### config.mk
export PLATFORM = sky130hd
export DESIGN_NAME = spks_mod
export DESIGN_NICKNAME = d
export VERILOG_FILES = /design/src/design/spks_pkg.sv /design/src/design/spks_mod.sv
export SDC_FILE = /design/constraint.sdc
export NUM_CORES = 1
export LEC_CHECK = 0
export ABC_AREA = 1
export BUFFER_PORTS_ARGS = -buffer_cell sky130_fd_sc_hd__buf_2
export CORE_ASPECT_RATIO = 1.1
export CORE_UTILIZATION = 57
export CTS_CLUSTER_DIAMETER = 100
export DETAILED_ROUTE_END_ITERATION = 8
export MAX_ROUTING_LAYER = met4
export PLACE_DENSITY = 0.77
export SLEW_MARGIN = 20
export SYNTH_ARGS = -nofsm -noshare
export SYNTH_HDL_FRONTEND = slang
export SYNTH_SLANG_ARGS = --single-unit
### constraint.sdc
create_clock -name aclk -period 4.1 [get_ports aclk]
set_input_delay 0.82 -clock aclk [delete_from_list [all_inputs] [get_ports aclk]]
set_output_delay 0.82 -clock aclk [all_outputs]
set_load 0.05 [all_outputs]
### src/design/spks_pkg.sv
// Shared types, constants and elaboration helpers for the phone key sorter.
`timescale 1ns / 1ps
`default_nettype none
package spks_pkg;

    localparam int KEY_W    = 50;
    localparam int TAG_W    = 16;
    localparam int DATA_W   = 72;
    localparam int DIGIT_BASE = 10;

    typedef struct packed {
        logic [KEY_W-1:0] rank;
        logic [KEY_W-1:0] key;
        logic [TAG_W-1:0] tag;
    } entry_t;

    localparam int ENTRY_W = $bits(entry_t);

    typedef struct packed {
        logic             done;
        logic [KEY_W-1:0] rank;
    } mod_rsp_t;

    function automatic logic [63:0] pow10(input int digits);
        logic [63:0] m;
        m = 64'd1;
        for (int d = 0; d < digits && d < 19; d++) begin
            m = m * 64'(DIGIT_BASE);
        end
        return m;
    endfunction

    function automatic int bit_len(input logic [63:0] v);
        int n;
        n = 0;
        for (int i = 0; i < 64; i++) begin
            if (v[i]) begin
                n = i + 1;
            end
        end
        return n;
    endfunction

endpackage
`default_nettype wire

### src/design/spks_mod.sv
// Iterative reduction of a key modulo 10^KEY_DIGITS, one conditional subtract per cycle.
`timescale 1ns / 1ps
`default_nettype none
module spks_mod #(
    parameter int KEY_DIGITS = 15
) (
    input  wire logic                        aclk,
    input  wire logic                        aresetn,
    input  wire logic                        start,
    input  wire logic [spks_pkg::KEY_W-1:0]  key_in,
    output spks_pkg::mod_rsp_t               rsp
);

    localparam int KW_ = spks_pkg::KEY_W;
    localparam logic [63:0] MOD_VAL = spks_pkg::pow10(KEY_DIGITS);
    localparam int MOD_BITS = spks_pkg::bit_len(MOD_VAL);
    localparam bit IDENT = (MOD_BITS > KW_);
    localparam int SHIFTS = IDENT ? 0 : KW_ - MOD_BITS;
    localparam int CNT_W = (SHIFTS > 0) ? $clog2(SHIFTS + 1) : 1;
    localparam logic [63:0] D_WIDE = MOD_VAL << SHIFTS;
    localparam logic [KW_-1:0] D_INIT = D_WIDE[KW_-1:0];

    logic [KW_-1:0]   r_reg, r_next;
    logic [KW_-1:0]   d_reg, d_next;
    logic [CNT_W-1:0] k_reg, k_next;
    logic             busy_reg, busy_next;
    logic             done_reg, done_next;

    always_comb begin
        r_next    = r_reg;
        d_next    = d_reg;
        k_next    = k_reg;
        busy_next = busy_reg;
        done_next = 1'b0;
        if (start) begin
            r_next = key_in;
            d_next = D_INIT;
            k_next = CNT_W'(SHIFTS);
            if (IDENT) begin
                done_next = 1'b1;
            end else begin
                busy_next = 1'b1;
            end
        end else if (busy_reg) begin
            if (r_reg >= d_reg) begin
                r_next = r_reg - d_reg;
            end
            d_next = d_reg >> 1;
            if (k_reg == '0) begin
                busy_next = 1'b0;
                done_next = 1'b1;
            end else begin
                k_next = k_reg - 1'b1;
            end
        end
    end

    always_ff @(posedge aclk) begin
        if (!aresetn) begin
            busy_reg <= 1'b0;
            done_reg <= 1'b0;
        end else begin
            busy_reg <= busy_next;
            done_reg <= done_next;
        end
        r_reg <= r_next;
        d_reg <= d_next;
        k_reg <= k_next;
    end

    assign rsp.done = done_reg;
    assign rsp.rank = r_reg;

endmodule
`default_nettype wire

==> After elaboration in Yosys (flattened, before gate mapping) <==
Index checks and enable logic that the tools add are counted.
{ "totals": {"reg_bits": 103, "in_bits": 53, "elab_cells": 22, "output_inout_bits": 51} }
{ "op_classes": {"bitwise_logic": 2, "order_cmp": 1, "n_mux": 8, "addsub": 2, "reduce_logical": 4} }
{ "ops": {"columns": ["op", "count"], "rows": [
  ["$mux 50", 3],
  ["$ge 50x50->1", 1],
  ["$sub 50x50->50", 1],
  ["$mux 1", 5],
  ["$reduce_bool 2->1", 2],
  ["$reduce_or 3->1", 1],
  ["$not 1->1", 2],
  ["$reduce_and 2->1", 1],
  ["$sub 1x1->1 const B", 1]
]} }

==> Longest topological paths before layout <==
Gate-level depths: netlist (run 1).
{ "depth": {"word_depth": 4, "depth_mapped": 15, "ltp_nobuf": 15} }

==> Worst setup path before layout (run 1) <==
OpenSTA, ideal clock, no wires.
{ "synth_path": {"kind": "flip-flop to flip-flop", "from": "register r_reg[0]", "to": "register r_reg[0], enable pin", "setup_time_ns": 0.409, "required_time_ns": 3.691, "stages_incl_launch_ff": 15, "slack_ns": 0.552, "arrival_time_ns": 3.140, "period_less_slack_ns": 3.548, "n_path_buf": 0, "cell_sequence": "edfxtp_1 > inv_1 > ha_1 > fa_1 > inv_1 > nand3_1 > nand3_2 > nand2_1 > nand2_2 > nand2_1 > nand2_1 > nand3_1 > nand3_1 > nand2_1 > nand2_1"} }
{ "synth_between": {"elab_chain_cells": 3} }
{ "synth_lines": {"columns": ["item", "line", "rtl"], "rows": [
  ["start, declared", "spks_mod.sv:23", "logic [KW_-1:0] r_reg, r_next;"],
  ["start signal, assigned", "spks_mod.sv:66", "r_reg <= r_next;"],
  ["$ge 50x50->1", "spks_mod.sv:45", "if (r_reg >= d_reg) begin"],
  ["$reduce_bool 2->1 (no source line)", null, null],
  ["$reduce_and 2->1 (no source line)", null, null]
]} }
No other way between the ends.
A chain may end at the register's enable or synchronous reset.

==> Worst setup path after layout (run 1) <==
{ "layout_path": {"from": "register r_reg[0]", "to": "register r_reg[5], enable pin"} }
The elaborated chain is that of the path after synthesis.

==> key figures, run 1 <==
Power
  • Sw power: 0.00183 W
  • Combinational power share: 48.0%
  • Flop pwr share: 31.1%
  • Cell leakage power: 5.14 nW
  • Switching part of the total: 44.6%
  • Clk pwr share: 21.0%
  • Internal Power: 0.00228 W
  • Worst VDD drop: between 0.2 and 0.3 mV
  • Power density over cell area: 443 nW/µm²

Floorplan
  • Initial Utilization: between 50% and 60%
  • Die area: 15,100 µm²
  • FP Rows: 45
  • CORE AREA: approximately 14,000 µm²
  • IO Count: 104
  • Die Ht: approximately 130 µm
  • Chip width: 117 µm

Critical path
  • Crit-path slowest cell: fa_1
  • Crit path cell chain: inv_1, ha_1, fa_1, inv_1, nand3_1, nand3_2, nand2_1, nand2_2, nand2_1, nand2_1, nand3_1, nand3_1, nand2_1, nand2_2, buf_4
  • Critical path's largest stage delay: 0.38 ns
  • Critical Path AT: 2.97 ns
  • CP Capture Type: flop
  • Most common cell on crit path: nand2_1
  • Crit path max fanout: 19
  • Startpoint Class: flop
  • WS Path Type: flop to flop
  • Req. time, crit path: around 4.1 ns
  • CP Buf/Inv Count: 3
  • CP top delay family: simple AND/OR/NAND/NOR gates

Timing
  • Setup Skew: around 0.011 ns
  • Worst setup margin: 1.17 ns
  • Setup tns final: 0 ns
  • Post-route clock period utilization: 71.6%
  • RSZ-0062 raised after global routing: false
  • Fin. Hold Viols: 0
  • Final setup vio count: 0
  • Rel. slew slack: 39.9%
  • Slew @ Worst Pin: 0.901 ns
  • Minimum clock period: between 2 and 3 ns
  • FMAX: roughly 340 MHz
  • Final Max Tran Viols: 0

Logic synthesis
  • EDFF count, synth: 50
  • Synth top area share: 21.6%
  • Synth top cells by count: 479 x nand2_1, 258 x inv_1, 96 x a21oi_1, 79 x nand3_1, 66 x o21ai_0
  • Yosys warning count: 0
  • Top-count cell post-synth: nand2_1
  • Post-Syn Area: 8330 µm²
  • Synth top area cells: nand2_1 22%, edfxtp_1 18%, dfxtp_1 13%, inv_1 12%, ha_1 7.5%
  • Post-synth ARST share: 0%
  • Syn Inst Count: around 1,300
  • Ys flop type: dfxtp_1
  • Post-Syn Area per Cell: between 6 and 7 µm²
  • Synth cell types: 34
  • Synth Register Bits: around 100
  • Mapped Nets: 1,438
  • Yosys top cell by area: nand2_1
  • Sequential cell area fraction in the yosys report: 30.5%

GRT
  • Met3 global-route usage: under 10%
  • First-pass GRT wire length: 37,700 µm
  • Largest net degree at the start of global routing: 101
  • Initial antenna violation count: 0
  • Grt total ovfl: 0
  • Met1 Resource Use GR: 43.9%
  • Total Routing Usage GR: between 30% and 40%
  • Routing usage on met2: 53.8%
  • Number of global-route vias before repair: 7,627
  • Gr busiest metal: met2

Drt
  • DRT antenna net count: 0
  • Drt pass-1 iters: 6
  • Final wirelength: 24,200 µm
  • Number of vias per cell: 5.19
  • Wire per inst: ~15 µm
  • DRC: 0
  • Drt initial violations: 841
  • Total number of vias: roughly 8,400

Cells and area
  • Final layout net count: approximately 1,500
  • ANT cells: 0
  • Non-Filler Instances: 1,618
  • Share of layout cells above drive strength 1: 13.4%
  • Area grow syn2layout: 11.8%
  • Fill cells: 1,315

Clocking
  • H-tree depth: 3
  • CTS tree: built
  • Setup Buffers After CTS: 0
  • TritonCTS sink count: 102
  • Hold-fix buffers, CTS: 0
  • Worst-path clk slew: around 0.070 ns
  • Cts bufs inserted: 9
  • Clk_lat worst skew: 0.36 ns
  • Clock Path Buffers: 2
  • Clk root buf: clkbuf_16
  • Cts repair resizes: 0

Hold path
  • Hold crit path type: flop to flop

Placement
  • Pre-CTS WS: 1.18 ns
  • DPL Wire Length: between 15,000 and 20,000 µm
  • IO buf count: about 100
  • RePlAce Congestion: 0.975
  • Placed cell count: approximately 1,600

Run status
  • Status: finished, final reports clean

Run
  • Max Cap Viol: 0
[tightest hold or removal path, cell delays in order (launching register included)]
cell     delay (ns)
dfxtp_1        0.31
inv_1          0.07
a21oi_1        0.06
[per-layer routing]
| metal | wire length [µm] | vias up |
|---|---|---|
| met3 | 1550 | 44 |
| met4 | 661 | 0 |
| met1 | 11100 | 3702 |
| met5 | 0 | - |
| met2 | 10900 | 317 |
| li1 | - | 4330 |
[placed cells by master, fill, tap and decap left out, types with 6 or more instances in the layout]
cell type	instances
nand2_2	23
nor3_1	6
nand4_1	12
xnor2_1	9
inv_1	257
nor2_1	50
ha_1	50
o21bai_1	6
or2_2	9
edfxtp_1	50
nand2_1	478
clkbuf_16	11
dfxtp_1	51
nand3_1	79
o21ai_0	66
a21oi_1	96
buf_2	103
nor3_2	6
nor2_2	17
[final cells by class]
| class | instances | area [µm²] | area share (%) |
|---|---|---|---|
| clock buffers | 14 | 287 | 3.08 |
| clock inverters | 2 | 11.3 | 0.121 |
| inverters | 264 | 991 | 10.7 |
| multi-input cells | 940 | 4680 | 50.3 |
| flip-flops and latches | 102 | 2540 | 27.3 |
| well taps | 188 | 235 | 2.53 |
| repair buffers | 108 | 553 | 5.94 |
[per-stage QoR]
step	cell area [µm²]	hold WS, ns	utilization [%]	power, W
after global routing	9300	0.506	66.4	0.00437
final	9300	0.477	66.4	0.00412
after floorplan	8330	0.439	-	0.00275
after CTS	9300	0.481	66.4	0.00410
after global placement	9010	0.449	64.2	0.00321
after detailed placement	9010	0.463	64.2	0.00324
[power groups by stage]
stage	Clock, W	Combinational (W)	Sequential [W]
after floorplan	0	0.00118	0.00157
after global placement	0	0.00192	0.00129
after detailed placement	0	0.00194	0.00130
after CTS	0.000870	0.00195	0.00128
after global routing	0.000900	0.00217	0.00129
final	0.000864	0.00197	0.00128
[path summary, 6_finish.rpt]
path / start / to / slack, ns / depth (start not counted)
hold / removal: d_reg[2]$_SDFFE_PP0P_ / d_reg[1]$_SDFFE_PP0P_ / 0.48 / 2
setup / recovery: r_reg[0]$_DFFE_PP_ / r_reg[5]$_DFFE_PP_ / 1.17 / 15
hold reg to reg: d_reg[2]$_SDFFE_PP0P_ / d_reg[1]$_SDFFE_PP0P_ / 0.48 / 2
setup reg to reg: r_reg[0]$_DFFE_PP_ / r_reg[5]$_DFFE_PP_ / 1.17 / 15
[cell families (layout without fill, tap and decap cells)]
logic type	after synthesis	count (layout)	share of synthesized area [%]
and+or+nand+nor	700	700	36.2
AOI/OAI and AO/OA	175	175	10.8
xor gates and xnor gates	14	14	1.47
buffers and inverters	292	388	13.2
adders and majority gates	51	51	7.75
DFF	102	102	30.5
Note: power is estimated with default switching activity, not from simulation.
==> inputs of run 2 (changes only) <==
Clock period 4.1 ns to 2.9 ns, I/O delays scaled along.
==> key figures, run 2 (synthesis results as in run 1) <==
Run status
  • Status: finished, final reports clean

Drt
  • Number of vias per cell: 5.17
  • Wire per inst: 15.0 µm
  • DRT antenna net count: 0
  • Drt initial violations: 671
  • Total number of vias: 8,387
  • DRC: 0
  • Drt pass-1 iters: 5
  • Final wirelength: 24,400 µm

Cells and area
  • Final layout net count: 1,533
  • ANT cells: 0
  • Area grow syn2layout: 13.1%
  • Cell area after layout: 9420 µm²
  • Fill cells: ~1,300
  • Commonest cells after routing, fill and taps aside: 478 x nand2_1, 257 x inv_1, 103 x buf_2
  • Commonest non-fill, non-tap cell in the layout: nand2_1
  • Share of layout cells above drive strength 1: 13.8%

Placement
  • IO buf count: about 100
  • Placed cell area: 9080 µm²
  • RePlAce Congestion: ~1.0
  • DPL Wire Length: 19,700 µm

Timing
  • Setup Skew: 0.0132 ns
  • Minimum clock period: 2.68 ns
  • Post-route clock period utilization: roughly 92%
  • Rel. slew slack: 41.0%
  • Final setup vio count: 0
  • Slew @ Worst Pin: between 0.8 and 0.9 ns
  • RSZ-0062 raised after global routing: false
  • Final Max Tran Viols: 0
  • Fin. Hold Viols: 0
  • Setup tns final: 0 ns
  • FMAX: 374 MHz

Clocking
  • Clock Path Buffers: 2
  • TritonCTS sink count: 102
  • CTS tree: built
  • Hold-fix buffers, CTS: 0
  • Clk_lat worst skew: 0.37 ns
  • Cts bufs inserted: 9
  • Setup Buffers After CTS: 0
  • H-tree depth: 3
  • Clk root buf: clkbuf_16
  • Worst-path clk slew: 0.07 ns
  • Cts repair resizes: 0

Power
  • Worst VDD drop: 0.329 mV
  • Cell leakage power: 5.20 nW
  • Power density over cell area: 638 nW/µm²

Critical path
  • CP Capture Type: flop
  • CP top delay family: simple AND/OR/NAND/NOR gates
  • Crit path max fanout: 14
  • Critical path's largest stage delay: 0.39 ns
  • Most common cell on crit path: nand2_1
  • Crit path cell chain: inv_1, ha_1, fa_1, inv_1, nand3_1, nand3_2, nand2_1, nand2_2, nand2_1, nand2_1, nand3_1, nand3_1, nand2_1, nand2_4, buf_12
  • RR Startpoint: r_reg[0]$_DFFE_PP_
  • Critical Path AT: ~2.8 ns
  • Crit-path slowest cell: fa_1
  • WS Path Type: flop to flop
  • Crit path launch: r_reg[0]$_DFFE_PP_
  • Req. time, crit path: about 3 ns
  • Startpoint Class: flop
  • CP Buf/Inv Count: 3

Hold path
  • Hold crit path type: input pin to flop
  • HP Start: aresetn

Floorplan
  • Initial Utilization: 59.4%
  • CORE AREA: 14,000 µm²
  • Die area: 15,100 µm²
  • FP Rows: 45
  • Die Ht: 129 µm
  • IO Count: between 100 and 150
  • Chip width: 117 µm

GRT
  • First-pass GRT wire length: 37,400 µm
  • Total Routing Usage GR: between 30% and 40%
  • Number of global-route vias before repair: ~7,600
  • Grt total ovfl: 0
  • Largest net degree at the start of global routing: 86
  • Initial antenna violation count: 0

Run
  • Max Cap Viol: 0
[run 2: per-layer routing]
layer	part of all wire, %	track usage (%)	wire length, µm	vias up
met4	3.2	13.3	773	0
met5	0	-	0	-
met1	46	44.3	11300	3729
met2	45	53.0	10900	266
li1	-	-	-	4341
met3	5.6	3.72	1370	51
[run 2: cell type report]
cell class / instances / area (µm²) / area share, %
Clock buffer: 9 / 225 / 2.39
Clock inverter: 7 / 111 / 1.18
Inverter: 264 / 991 / 10.5
Multi-Input combinational cell: 940 / 4690 / 49.8
Sequential cell: 102 / 2540 / 27.0
Tap cell: 188 / 235 / 2.50
Timing Repair Buffer: 112 / 621 / 6.59
[run 2: power by group]
group / total (W) / leakage (nW) / switching (W) / internal, W
registers: 0.00181 / 0.927 / 0.0000956 / 0.00172
logic: 0.00280 / 4.10 / 0.00197 / 0.000832
clock network: 0.00140 / 0.166 / 0.000615 / 0.000782
[run 2: worst reg2reg max path: stages, from the launching register on]
cell and delay (ns):
edfxtp_1 0.35, inv_1 0.05, ha_1 0.22, fa_1 0.39
inv_1 0.11, nand3_1 0.10, nand3_2 0.11, nand2_1 0.07
nand2_2 0.09, nand2_1 0.06, nand2_1 0.13, nand3_1 0.09
nand3_1 0.09, nand2_1 0.08, nand2_4 0.27, buf_12 0.19
[run 2: through the flow]
step	setup slack (ns)	util, %	total power, W	std cells	hold WS, ns
3_5_place_dp	0.254	64.8	0.00459	1606	0.463
2_1_floorplan	0.0662	-	0.00388	1334	0.439
6_report	0.223	67.2	0.00601	1622	0.441
3_3_place_gp	0.324	64.8	0.00456	1606	0.448
5_1_grt	0.00732	67.2	0.00637	1622	0.454
4_1_cts	0.242	67.2	0.00598	1622	0.443
[run 2: final timing paths]
path	end	slack, ns	depth (start not counted)
max	r_reg[33]$_DFFE_PP_	0.22	15
min	busy_reg$_SDFF_PN0_	0.44	3
max reg2reg	r_reg[33]$_DFFE_PP_	0.22	15
min reg2reg	d_reg[36]$_SDFFE_PP1P_	0.48	2
