## src/design/spks_ram.sv

```systemverilog
// Generic simple dual-port RAM with registered read.
`timescale 1ns / 1ps
`default_nettype none
module spks_ram #(
    parameter int WIDTH = 8,
    parameter int DEPTH = 64
) (
    input  wire logic                     aclk,
    input  wire logic                     wr_en,
    input  wire logic [$clog2(DEPTH)-1:0] wr_addr,
    input  wire logic [WIDTH-1:0]         wr_data,
    input  wire logic [$clog2(DEPTH)-1:0] rd_addr,
    output logic      [WIDTH-1:0]         rd_data
);

    logic [WIDTH-1:0] mem [DEPTH];

    always_ff @(posedge aclk) begin
        if (wr_en) begin
            mem[wr_addr] <= wr_data;
        end
        rd_data <= mem[rd_addr];
    end

endmodule
`default_nettype wire

```

## config.mk

```make
export PLATFORM = sky130hd
export DESIGN_NAME = spks_ram
export DESIGN_NICKNAME = d
export VERILOG_FILES = /design/src/design/spks_ram.sv
export SDC_FILE = /design/constraint.sdc
export NUM_CORES = 1
export LEC_CHECK = 0
export ABC_AREA = 1
export BUFFER_PORTS_ARGS = -buffer_cell sky130_fd_sc_hd__buf_2
export CAP_MARGIN = 20
export CORE_MARGIN = 2
export CORE_UTILIZATION = 30
export DETAILED_ROUTE_END_ITERATION = 8
export GPL_ROUTABILITY_DRIVEN = 0
export REMOVE_ABC_BUFFERS = 1
export SLEW_MARGIN = 20
export SYNTH_ARGS = -nofsm -noshare
export SYNTH_HDL_FRONTEND = slang
export SYNTH_SLANG_ARGS = --single-unit
```

## constraint.sdc

```tcl
create_clock -name aclk -period 2.8 [get_ports aclk]
set_input_delay 0.42 -clock aclk [delete_from_list [all_inputs] [get_ports aclk]]
set_output_delay 0.42 -clock aclk [all_outputs]
set_load 0.02 [all_outputs]
```

# Word level (Yosys, flattened, before mapping)
# Memory sizes are Yosys's and may differ from the RTL's. A register that Yosys moved wholly into a read port is not among the register bits.
# Index checks and enable logic that the tools add are counted.
op_classes:
  muxes: 2
ops:
  columns: ["op", "n"]
  rows:
  - ["2-to-1 mux 1 bit", 2]
totals:
  regBits: 0
  ramBits: 512
  inputBits: 22
  out_inout_bits: 8
  memories: 1
memory_table:
  columns: ["memory", "depth", "word_bits", "read_ports", "rd_ports_with_merged_regs", "write_ports", "line_no", "source"]
  rows:
  - ["mem", 64, 8, 1, 1, 1, "16", "logic [WIDTH-1:0] mem [DEPTH];"]

# Depth between registers and ports, before layout
# Gate-level depths: netlist of the first run.
logic_depth:
  word_depth: 2
  ltp_mapped: 12

# Worst setup path after synthesis of the first run
# No wires, ideal clock.
synth_path:
  kind: "input -> register"
  from: "input wr_en"
  to: "memory mem[48][0], enable pin"
  arrival_ps: 1791
  slack_ps: 614
  cell_stages: 3
  path_cell_list: "clkbuf_1 nand4_1 nor4_1"
synth_via:
  elab_chain_cells: 2
synth_lines:
  columns: ["element", "line_no", "source"]
  rows:
  - ["from (decl)", "9", "input wire logic wr_en,"]
  - ["2-to-1 mux 1 bit", "19", "if (wr_en) begin"]
  - ["2-to-1 mux 1 bit (not written as such)", "20", "mem[wr_addr] <= wr_data;"]
  - ["to (decl)", "16", null]
# No other way between the ends.

==> results by group, run 1 <==
Finish
  – Fillcell total: 6788
  – Diode count: 0
  – Commonest non-fill, non-tap cell in the layout: nand2_1
  – Area grow syn2layout: 14.79%
  – Nets: 1891
  – Share of cells above drive strength 1: 10.88%
  – Most frequent cells in the layout: nand2_1 (648), edfxtp_1 (512), nand3_1 (439)
  – Post-Layout Cell Count: 2852

Global route
  – Vias in the first global route: 13175
  – Met3 usage: 2.388%
  – GR Util met2: 22.90%
  – GRT Max-Usage Layer: met2
  – Largest net degree at the start of global routing: 91
  – M1 GR Usage: 19.68%
  – Tot GR Track Use: 14.34%
  – Initial antenna violation count: 0
  – Grt ovf: 0
  – Global-route wire length before repair: 80810 um

Clock tree
  – Reg clk slew, reported paths: 0.06 ns
  – PostCTS Resize Cnt: 0
  – Clock tree buffer depth: 3
  – CTS Buf Count: 53
  – Clk Latency, worst-skew pair: 0.62 ns
  – CTS Hold Bufs: 0
  – CTS tree: done
  – H-tree Lvls: 2
  – Clock sinks: 520
  – Root Driver: clkbuf_16
  – Post-CTS setup repair buffer count: 0

Floorplanning
  – Die Span X: 270.7 um
  – I/O pin count: 30
  – Die Y: 270.7 um
  – Initial Utilization: 30.37%
  – Core area: 0.07027 mm^2
  – Area of the die: 0.07328 mm^2
  – Num rows: 97

Pwr
  – Max VDD drop: 659.4 uV
  – P_int: 13.04 mW
  – Part of the power in registers: 51.3%
  – NetSw: 3.809 mW
  – Switching Fraction: 22.60%
  – Combinational group share of total power: 6.1%
  – Leakage: 8.780 nW
  – PD cells: 688.0 mW/mm^2
  – Clock Power Share: 42.6%

Placement
  – Pre-CTS setup slack: 0.5068 ns
  – Dpl hpwl: 31290 um
  – # port buffers: 29
  – DP Cell Count: 2754

Setup path
  – Crit-path most repeated cell: nand3_1
  – CP Capture Type: flip-flop
  – Worst setup path class: input port to flip-flop
  – Crit. path cell count: 10
  – Cell breakdown of the critical path: buf_4 > inv_4 > buf_12 > nand3_1 > nand3_1 > nand2_1 > nand2_1 > nand3_1 > nand3_1 > nand2_1
  – Crit path arrival time: 2.17 ns
  – Max incr delay on CP: 0.31 ns
  – Top Family by Delay on Critical Path: simple AND/OR/NAND/NOR gates
  – Reg2Reg Depth: 8
  – Worst-path maximum fanout: 48
  – Slowest stage cell, crit path: inv_4
  – Buffers and inverters on the worst path: 3
  – Crit path required time: 3.29 ns
  – CP Launch Type: input port

Timing
  – Fin. Hold Viols: 0
  – Period utilization: 59.69%
  – Setup violators final: 0
  – Slew HR: 37.42%
  – Worst-margin pin slew: 0.9353 ns
  – Setup WS post-layout: 1.129 ns
  – Fmax: 598.4 MHz
  – Clock skew: 0.01957 ns
  – TNS Setup: 0 ns
  – Final hold slack: 0.1656 ns
  – Tmin final: 1.671 ns
  – Max-slew violations: 0
  – RSZ-0062 raised after global routing: no

Run status
  – Status: completed

Drt
  – Average wire per standard cell: 18.69 um
  – Drt initial violations: 1551
  – Via count: 13777
  – Post-Route WL: 53300 um
  – Detailed-route DRC error count: 0
  – Via/cell ratio: 4.831
  – Antenna-violating nets left: 0
  – DR pass1 iterations: 5

Min path
  – Hold Path Stages: 3
  – Min-Delay Path Class: input port to flip-flop

Synthesis
  – Post-Syn Area: 0.02134 mm^2
  – YS warnings: 0
  – Unique cell type count in the Yosys netlist: 16
  – Avg Inst Size Synth: 11.82 um^2
  – #FFs+latches synth: 520
  – Mapped Cells: 1805
  – Register area share after synthesis: 72.80%

Job
  – Max-cap violations: 0
registers in the layout, summed over array words and instances (netlist names):
signal / cells
mem: 512
rd_data: 8
kinds of logic (layout without fill, tap and decap cells):
group | after synthesis | in the layout | synth area share, %
AND/OR/NAND/NOR | 1160 | 1160 | 23.18
flip-flops | 520 | 520 | 72.80
buffers and inverters | 125 | 232 | 4.022
metrics by stage:
stage          total power, mW  utilization [%]  cell area (um^2)
6_report                 16.85            34.86             24490
5_1_grt                  17.33            34.86             24490
4_1_cts                  16.98            34.86             24490
3_5_place_dp             9.833            32.32             22710
3_3_place_gp             9.821            32.32             22710
2_1_floorplan            9.249                -             20530
layout make-up:
type	instances	area (um^2)	share of cell area, %
timing repair buffer	122	1002	4.092
inverter	12	52.55	0.2145
multi-input combinational	1160	4946	20.19
sequential	520	15530	63.42
tap	940	1176	4.802
clock buffer	65	1411	5.762
clock inverter	33	371.6	1.517
per-layer routing:
layer,wire (um),vias to the layer above,share of wire (%)
met5,0,-,0
met4,1619,0,3.0
met3,4011,101,7.5
met2,24680,500,46
met1,22990,6708,43
li1,-,6468,-
Yosys cell counts:
cell type / instances / area (um^2)
buf_6: 35 / 394.1
buf_1: 10 / 37.54
nor4_1: 8 / 50.05
buf_2: 37 / 185.2
inv_1: 10 / 37.54
buf_4: 14 / 105.1
inv_6: 1 / 8.760
nand4_1: 9 / 56.30
buf_8: 2 / 30.03
dfxtp_1: 8 / 160.2
inv_2: 1 / 3.750
clkbuf_1: 15 / 56.30
nor2_1: 56 / 210.2
nand2_1: 648 / 2432
edfxtp_1: 512 / 15370
nand3_1: 439 / 2197
worst min-delay path: stages:
cell	delay, ns
buf_2	0.17
nand3_1	0.10
nand2_1	0.05
power by group through the flow:
stage	logic [mW]	registers, mW	clock network [mW]
2_1_floorplan	0.435	8.81	0
3_3_place_gp	1.02	8.80	0
3_5_place_dp	1.03	8.80	0
4_1_cts	1.03	8.64	7.31
5_1_grt	1.14	8.64	7.55
6_report	1.03	8.64	7.18
final timing paths:
path | from | to | slack [ns]
max | rd_addr[1] | rd_data[5]$_DFF_P_ | 1.13
min reg2reg | mem[48][4]$_DFFE_PP_ | rd_data[4]$_DFF_P_ | 0.85
max reg2reg | mem[23][1]$_DFFE_PP_ | rd_data[1]$_DFF_P_ | 1.35
min | rd_addr[5] | rd_data[0]$_DFF_P_ | 0.17
No activity file was read; power rests on OpenSTA's default activity.
==> inputs of run 2 (changes only) <==
==> constraint.sdc (replaced) <==
create_clock -name aclk -period 1.71 [get_ports aclk]
set_input_delay 0.2565 -clock aclk [delete_from_list [all_inputs] [get_ports aclk]]
set_output_delay 0.2565 -clock aclk [all_outputs]
set_load 0.02 [all_outputs]
==> run 2 against run 1 <==
- clock skew shrank 0.0058 ns
- register-to-register slack lost 1.0 ns
- combinational power increased by 88%
- non-clock buffer count up 81
- setup slack got worse by 1.0 ns
- sequential share of layout area decreased by 2.0 points
- sequential power increased by 64%
==> results by group, run 2 (same netlist as run 1, synthesis figures left out) <==
Run status
  – Status: completed

Drt
  – Detailed-route DRC error count: 0
  – Via count: 14345
  – Drt initial violations: 1642
  – Average wire per standard cell: 19.63 um
  – Via/cell ratio: 4.899
  – Antenna-violating nets left: 0
  – DR pass1 iterations: 6
  – Post-Route WL: 57480 um

Floorplanning
  – Num rows: 97
  – Initial Utilization: 30.37%
  – Die Span X: 270.7 um
  – Core area: 0.07027 mm^2
  – Area of the die: 0.07328 mm^2
  – Die Y: 270.7 um
  – I/O pin count: 30

Timing
  – RSZ-0062 raised after global routing: no
  – Fin. Hold Viols: 0
  – Clock skew: 0.01376 ns
  – TNS Setup: 0 ns
  – Setup violators final: 0
  – Final hold slack: 0.07447 ns
  – Worst-margin pin slew: 0.8176 ns
  – Period utilization: 93.26%
  – Slew HR: 45.49%
  – Setup WS post-layout: 0.1153 ns
  – Fmax: 627.1 MHz
  – Max-slew violations: 0
  – Tmin final: 1.595 ns

Finish
  – Most frequent cells in the layout: nand2_1 (648), edfxtp_1 (512), nand3_1 (439)
  – Final Util: 35.99%
  – Post-Layout Cell Count: 2928
  – Share of cells above drive strength 1: 13.58%
  – Nets: 1973
  – Biggest regs: mem: 512 flops, rd_data: 8 flops
  – Max FFs per register: 512
  – Commonest non-fill, non-tap cell in the layout: nand2_1
  – Diode count: 0
  – Area grow syn2layout: 18.51%
  – Biggest register: mem

Min path
  – Min-Delay Path Class: input port to flip-flop
  – Hold Path Stages: 3

Clock tree
  – CTS tree: done
  – Clock tree buffer depth: 3
  – H-tree Lvls: 2
  – Root Driver: clkbuf_16
  – Reg clk slew, reported paths: 0.06 ns
  – Clock sinks: 520
  – CTS Buf Count: 54
  – CTS Hold Bufs: 0
  – Post-CTS setup repair buffer count: 0
  – Clk Latency, worst-skew pair: 0.60 ns
  – PostCTS Resize Cnt: 0

Setup path
  – Buffers and inverters on the worst path: 1
  – Max incr delay on CP: 0.50 ns
  – CP Capture Type: output port
  – Top Family by Delay on Critical Path: flip-flops
  – Reg2Reg Depth: 8
  – Crit path arrival time: 1.34 ns
  – CP Launch Type: flip-flop
  – Cell breakdown of the critical path: buf_2
  – Slowest stage cell, crit path: dfxtp_1
  – Crit path required time: 1.45 ns
  – Worst-path maximum fanout: 1
  – Crit. path cell count: 1
  – Worst setup path class: flip-flop to output port

Global route
  – Vias in the first global route: 14024
  – Grt ovf: 0
  – Tot GR Track Use: 15.50%
  – Global-route wire length before repair: 86710 um
  – Initial antenna violation count: 1
  – Largest net degree at the start of global routing: 65

Pwr
  – Leakage: 9.213 nW
  – PD cells: 1078 mW/mm^2
  – Max VDD drop: 639.0 uV

Job
  – Max-cap violations: 0

Placement
  – DP Cell Count: 2835
  – Dpl hpwl: 35390 um
  – Pre-CTS setup slack: -0.1302 ns
  – # port buffers: 29
==> run 2: cell count changes in the layout (fill, tap and decap cells not counted), sizes merged <==
cell,delta
buf,+81
bufinv,-3
clkbuf,+15
clkinv,-16
clkinvlp,-1
==> run 2: per-layer routing <==
metal | share of wire, % | vias to the layer above | GRT usage [%] | wire [um]
li1 | - | 6638 | - | -
met1 | 44 | 7041 | 21.48 | 25010
met2 | 46 | 572 | 24.64 | 26720
met3 | 7.3 | 92 | 2.654 | 4221
met4 | 2.6 | 2 | 5.132 | 1514
met5 | 0.023 | - | 0 | 13
==> run 2: path summary, 6_finish.rpt <==
| check | start | endpoint | slack [ns] |
|---|---|---|---|
| max | rd_data[0]$_DFF_P_ | rd_data[0] | 0.12 |
| min reg2reg | mem[62][3]$_DFFE_PP_ | rd_data[3]$_DFF_P_ | 0.83 |
| max reg2reg | mem[42][5]$_DFFE_PP_ | rd_data[5]$_DFF_P_ | 0.35 |
| min | rd_addr[5] | rd_data[0]$_DFF_P_ | 0.07 |
==> run 2: cell type report <==
type	instances	area [um^2]
timing repair buffer	203	1936
fill	6807	44980
clock inverter	13	133.9
inverter	12	52.55
sequential	520	15530
multi-input combinational	1160	4946
tap	940	1176
clock buffer	80	1510
==> run 2: power by group <==
part	total (mW)	switching (mW)	internal (mW)
Combinational	1.94	1.33	0.611
Sequential	14.2	0.0588	14.1
Clock	11.2	4.66	6.49
==> run 2: through the flow <==
step	total power, mW	area, um^2
final	27.26	25290
after global routing	28.08	25290
after floorplan	15.14	20530
after global placement	16.34	23650
after CTS	27.45	25290
after detailed placement	16.36	23650
==> inputs of run 3 (changes only) <==
--- a/config.mk
+++ b/config.mk
@@ -12,7 +12,6 @@
 export CORE_UTILIZATION = 30
 export DETAILED_ROUTE_END_ITERATION = 8
 export GPL_ROUTABILITY_DRIVEN = 0
-export REMOVE_ABC_BUFFERS = 1
 export SLEW_MARGIN = 20
 export SYNTH_ARGS = -nofsm -noshare
 export SYNTH_HDL_FRONTEND = slang
==> run 3 against run 2 <==
- cell count down 1.1%
- global-route usage shrank 0.62 points
- fmax is 2.7% higher
- setup slack gained 0.041 ns
- critical path type unchanged
- sequential power hardly changed
- total power decreased by 3.3%
- combinational power fell by 6%
- die area unchanged
- largest power group unchanged
- wire length fell by 3.9%
- critical path depth did not move
- worst hold slack gained 0.0096 ns
- via count shrank 1.5%
==> results by group, run 3 (same netlist as run 1, synthesis figures left out) <==
Setup path
  – Crit path arrival time: 1.30 ns
  – Worst setup path class: flip-flop to output port
  – Critical path origin: rd_data[5]$_DFF_P_
  – CP Launch Type: flip-flop
  – Crit path required time: 1.45 ns
  – Worst Setup EP: rd_data[5]
  – Reg2Reg Depth: 8
  – Max incr delay on CP: 0.48 ns
  – Reg2reg end: rd_data[0]$_DFF_P_
  – R2r startpoint: mem[63][0]$_DFFE_PP_
  – Buffers and inverters on the worst path: 1
  – Crit. path cell count: 1
  – Slowest stage cell, crit path: dfxtp_1
  – Reg2Reg Setup Slack: 0.40 ns
  – Top Family by Delay on Critical Path: flip-flops
  – Worst-path maximum fanout: 1
  – CP Capture Type: output port
  – Cell breakdown of the critical path: buf_2

Timing
  – Clock skew: 0.01202 ns
  – Max-slew violations: 0
  – Worst-margin pin slew: 0.6198 ns
  – Final hold slack: 0.08410 ns
  – Fmax: 643.8 MHz
  – Slew HR: 58.64%
  – Fin. Hold Viols: 0
  – Tmin final: 1.553 ns
  – RSZ-0062 raised after global routing: no
  – Setup violators final: 0
  – Period utilization: 90.84%

Clock tree
  – Reg clk slew, reported paths: 0.06 ns
  – Post-CTS setup repair buffer count: 0
  – PostCTS Resize Cnt: 0
  – Root Driver: clkbuf_16
  – Clock sinks: 520
  – CTS Hold Bufs: 0
  – CTS Buf Count: 52
  – Clk Latency, worst-skew pair: 0.59 ns
  – H-tree Lvls: 2
  – Clock tree buffer depth: 3
  – CTS tree: done

Drt
  – Via/cell ratio: 4.877
  – Via count: 14123
  – Drt initial violations: 1708
  – Detailed-route DRC error count: 0
  – Antenna-violating nets left: 0
  – Average wire per standard cell: 19.06 um
  – Post-Route WL: 55210 um
  – DR pass1 iterations: 5

Finish
  – Finished Cell Area: 0.02479 mm^2
  – Share of cells above drive strength 1: 12.02%
  – Area grow syn2layout: 16.17%
  – Nets: 1937
  – Most frequent cells in the layout: nand2_1 (648), edfxtp_1 (512), nand3_1 (439)
  – Commonest non-fill, non-tap cell in the layout: nand2_1
  – Max FFs per register: 512
  – Biggest register: mem
  – Biggest regs: mem: 512 flops, rd_data: 8 flops

Floorplanning
  – Core area: 0.07027 mm^2
  – Num rows: 97
  – Die Y: 270.7 um
  – I/O pin count: 30
  – Area of the die: 0.07328 mm^2
  – Die Span X: 270.7 um
  – Initial Utilization: 30.37%

Placement
  – # port buffers: 29
  – Cell Area, Placed: 0.02326 mm^2
  – Dpl hpwl: 33350 um

Pwr
  – PD cells: 1064 mW/mm^2
  – Max VDD drop: 744.8 uV
  – Leakage: 8.950 nW

Run status
  – Status: completed

Global route
  – Initial antenna violation count: 7
  – Largest net degree at the start of global routing: 71
  – Grt ovf: 0
  – Global-route wire length before repair: 84040 um
  – Vias in the first global route: 13825
  – Tot GR Track Use: 14.88%

Synthesis
  – Syn nets: 1827

Min path
  – Min-Delay Path Class: input port to flip-flop

Job
  – Max-cap violations: 0
[run 3: how the worst min path moves through the flow]
stage / start / endpoint / slack [ns] / cells after the start
after floorplan: wr_data[0] / mem[0][0]$_DFFE_PP_ / 0.36 / 0
after global placement: rd_addr[5] / rd_data[6]$_DFF_P_ / 0.67 / 3
after detailed placement: rd_addr[5] / rd_data[6]$_DFF_P_ / 0.66 / 3
after CTS: rd_addr[5] / rd_data[6]$_DFF_P_ / 0.04 / 3
after global routing: rd_addr[5] / rd_data[5]$_DFF_P_ / 0.08 / 3
final: rd_addr[5] / rd_data[6]$_DFF_P_ / 0.08 / 3
[run 3: through the flow]
stage / cells / utilization [%] / setup TNS (ns) / power (mW) / setup slack, ns
after global routing: 2895 / 35.27 / 0 / 27.26 / 0.1449
after detailed placement: 2801 / 33.11 / -0.1481 / 16.24 / -0.07845
after floorplan: 1805 / - / -20.01 / 15.42 / -0.3126
after CTS: 2895 / 35.27 / 0 / 26.61 / 0.1742
final: 2896 / 35.28 / 0 / 26.37 / 0.1567
after global placement: 2801 / 33.11 / -0.07763 / 16.22 / -0.05467
[run 3: where the power goes]
part           internal [mW]  switching (mW)  total (mW)
logic                  0.535            1.28        1.82
clock network           5.81            4.58        10.4
registers               14.1          0.0612        14.2
total                   20.5            5.92        26.4
[run 3: metal layers]
layer	GRT usage, %	wire (um)	vias up
met3	3.346	4491	88
met4	3.417	1017	6
met5	0	35	-
li1	-	-	6572
met1	20.88	24550	6951
met2	23.47	25120	506
[run 3: cell type report]
class | count | area [um^2]
Antenna cell | 1 | 2.502
Clock buffer | 70 | 1390
Clock inverter | 24 | 131.4
Fill cell | 6810 | 45480
Inverter | 12 | 52.55
Multi-Input combinational cell | 1160 | 4946
Sequential cell | 520 | 15530
Tap cell | 940 | 1176
Timing Repair Buffer | 169 | 1555
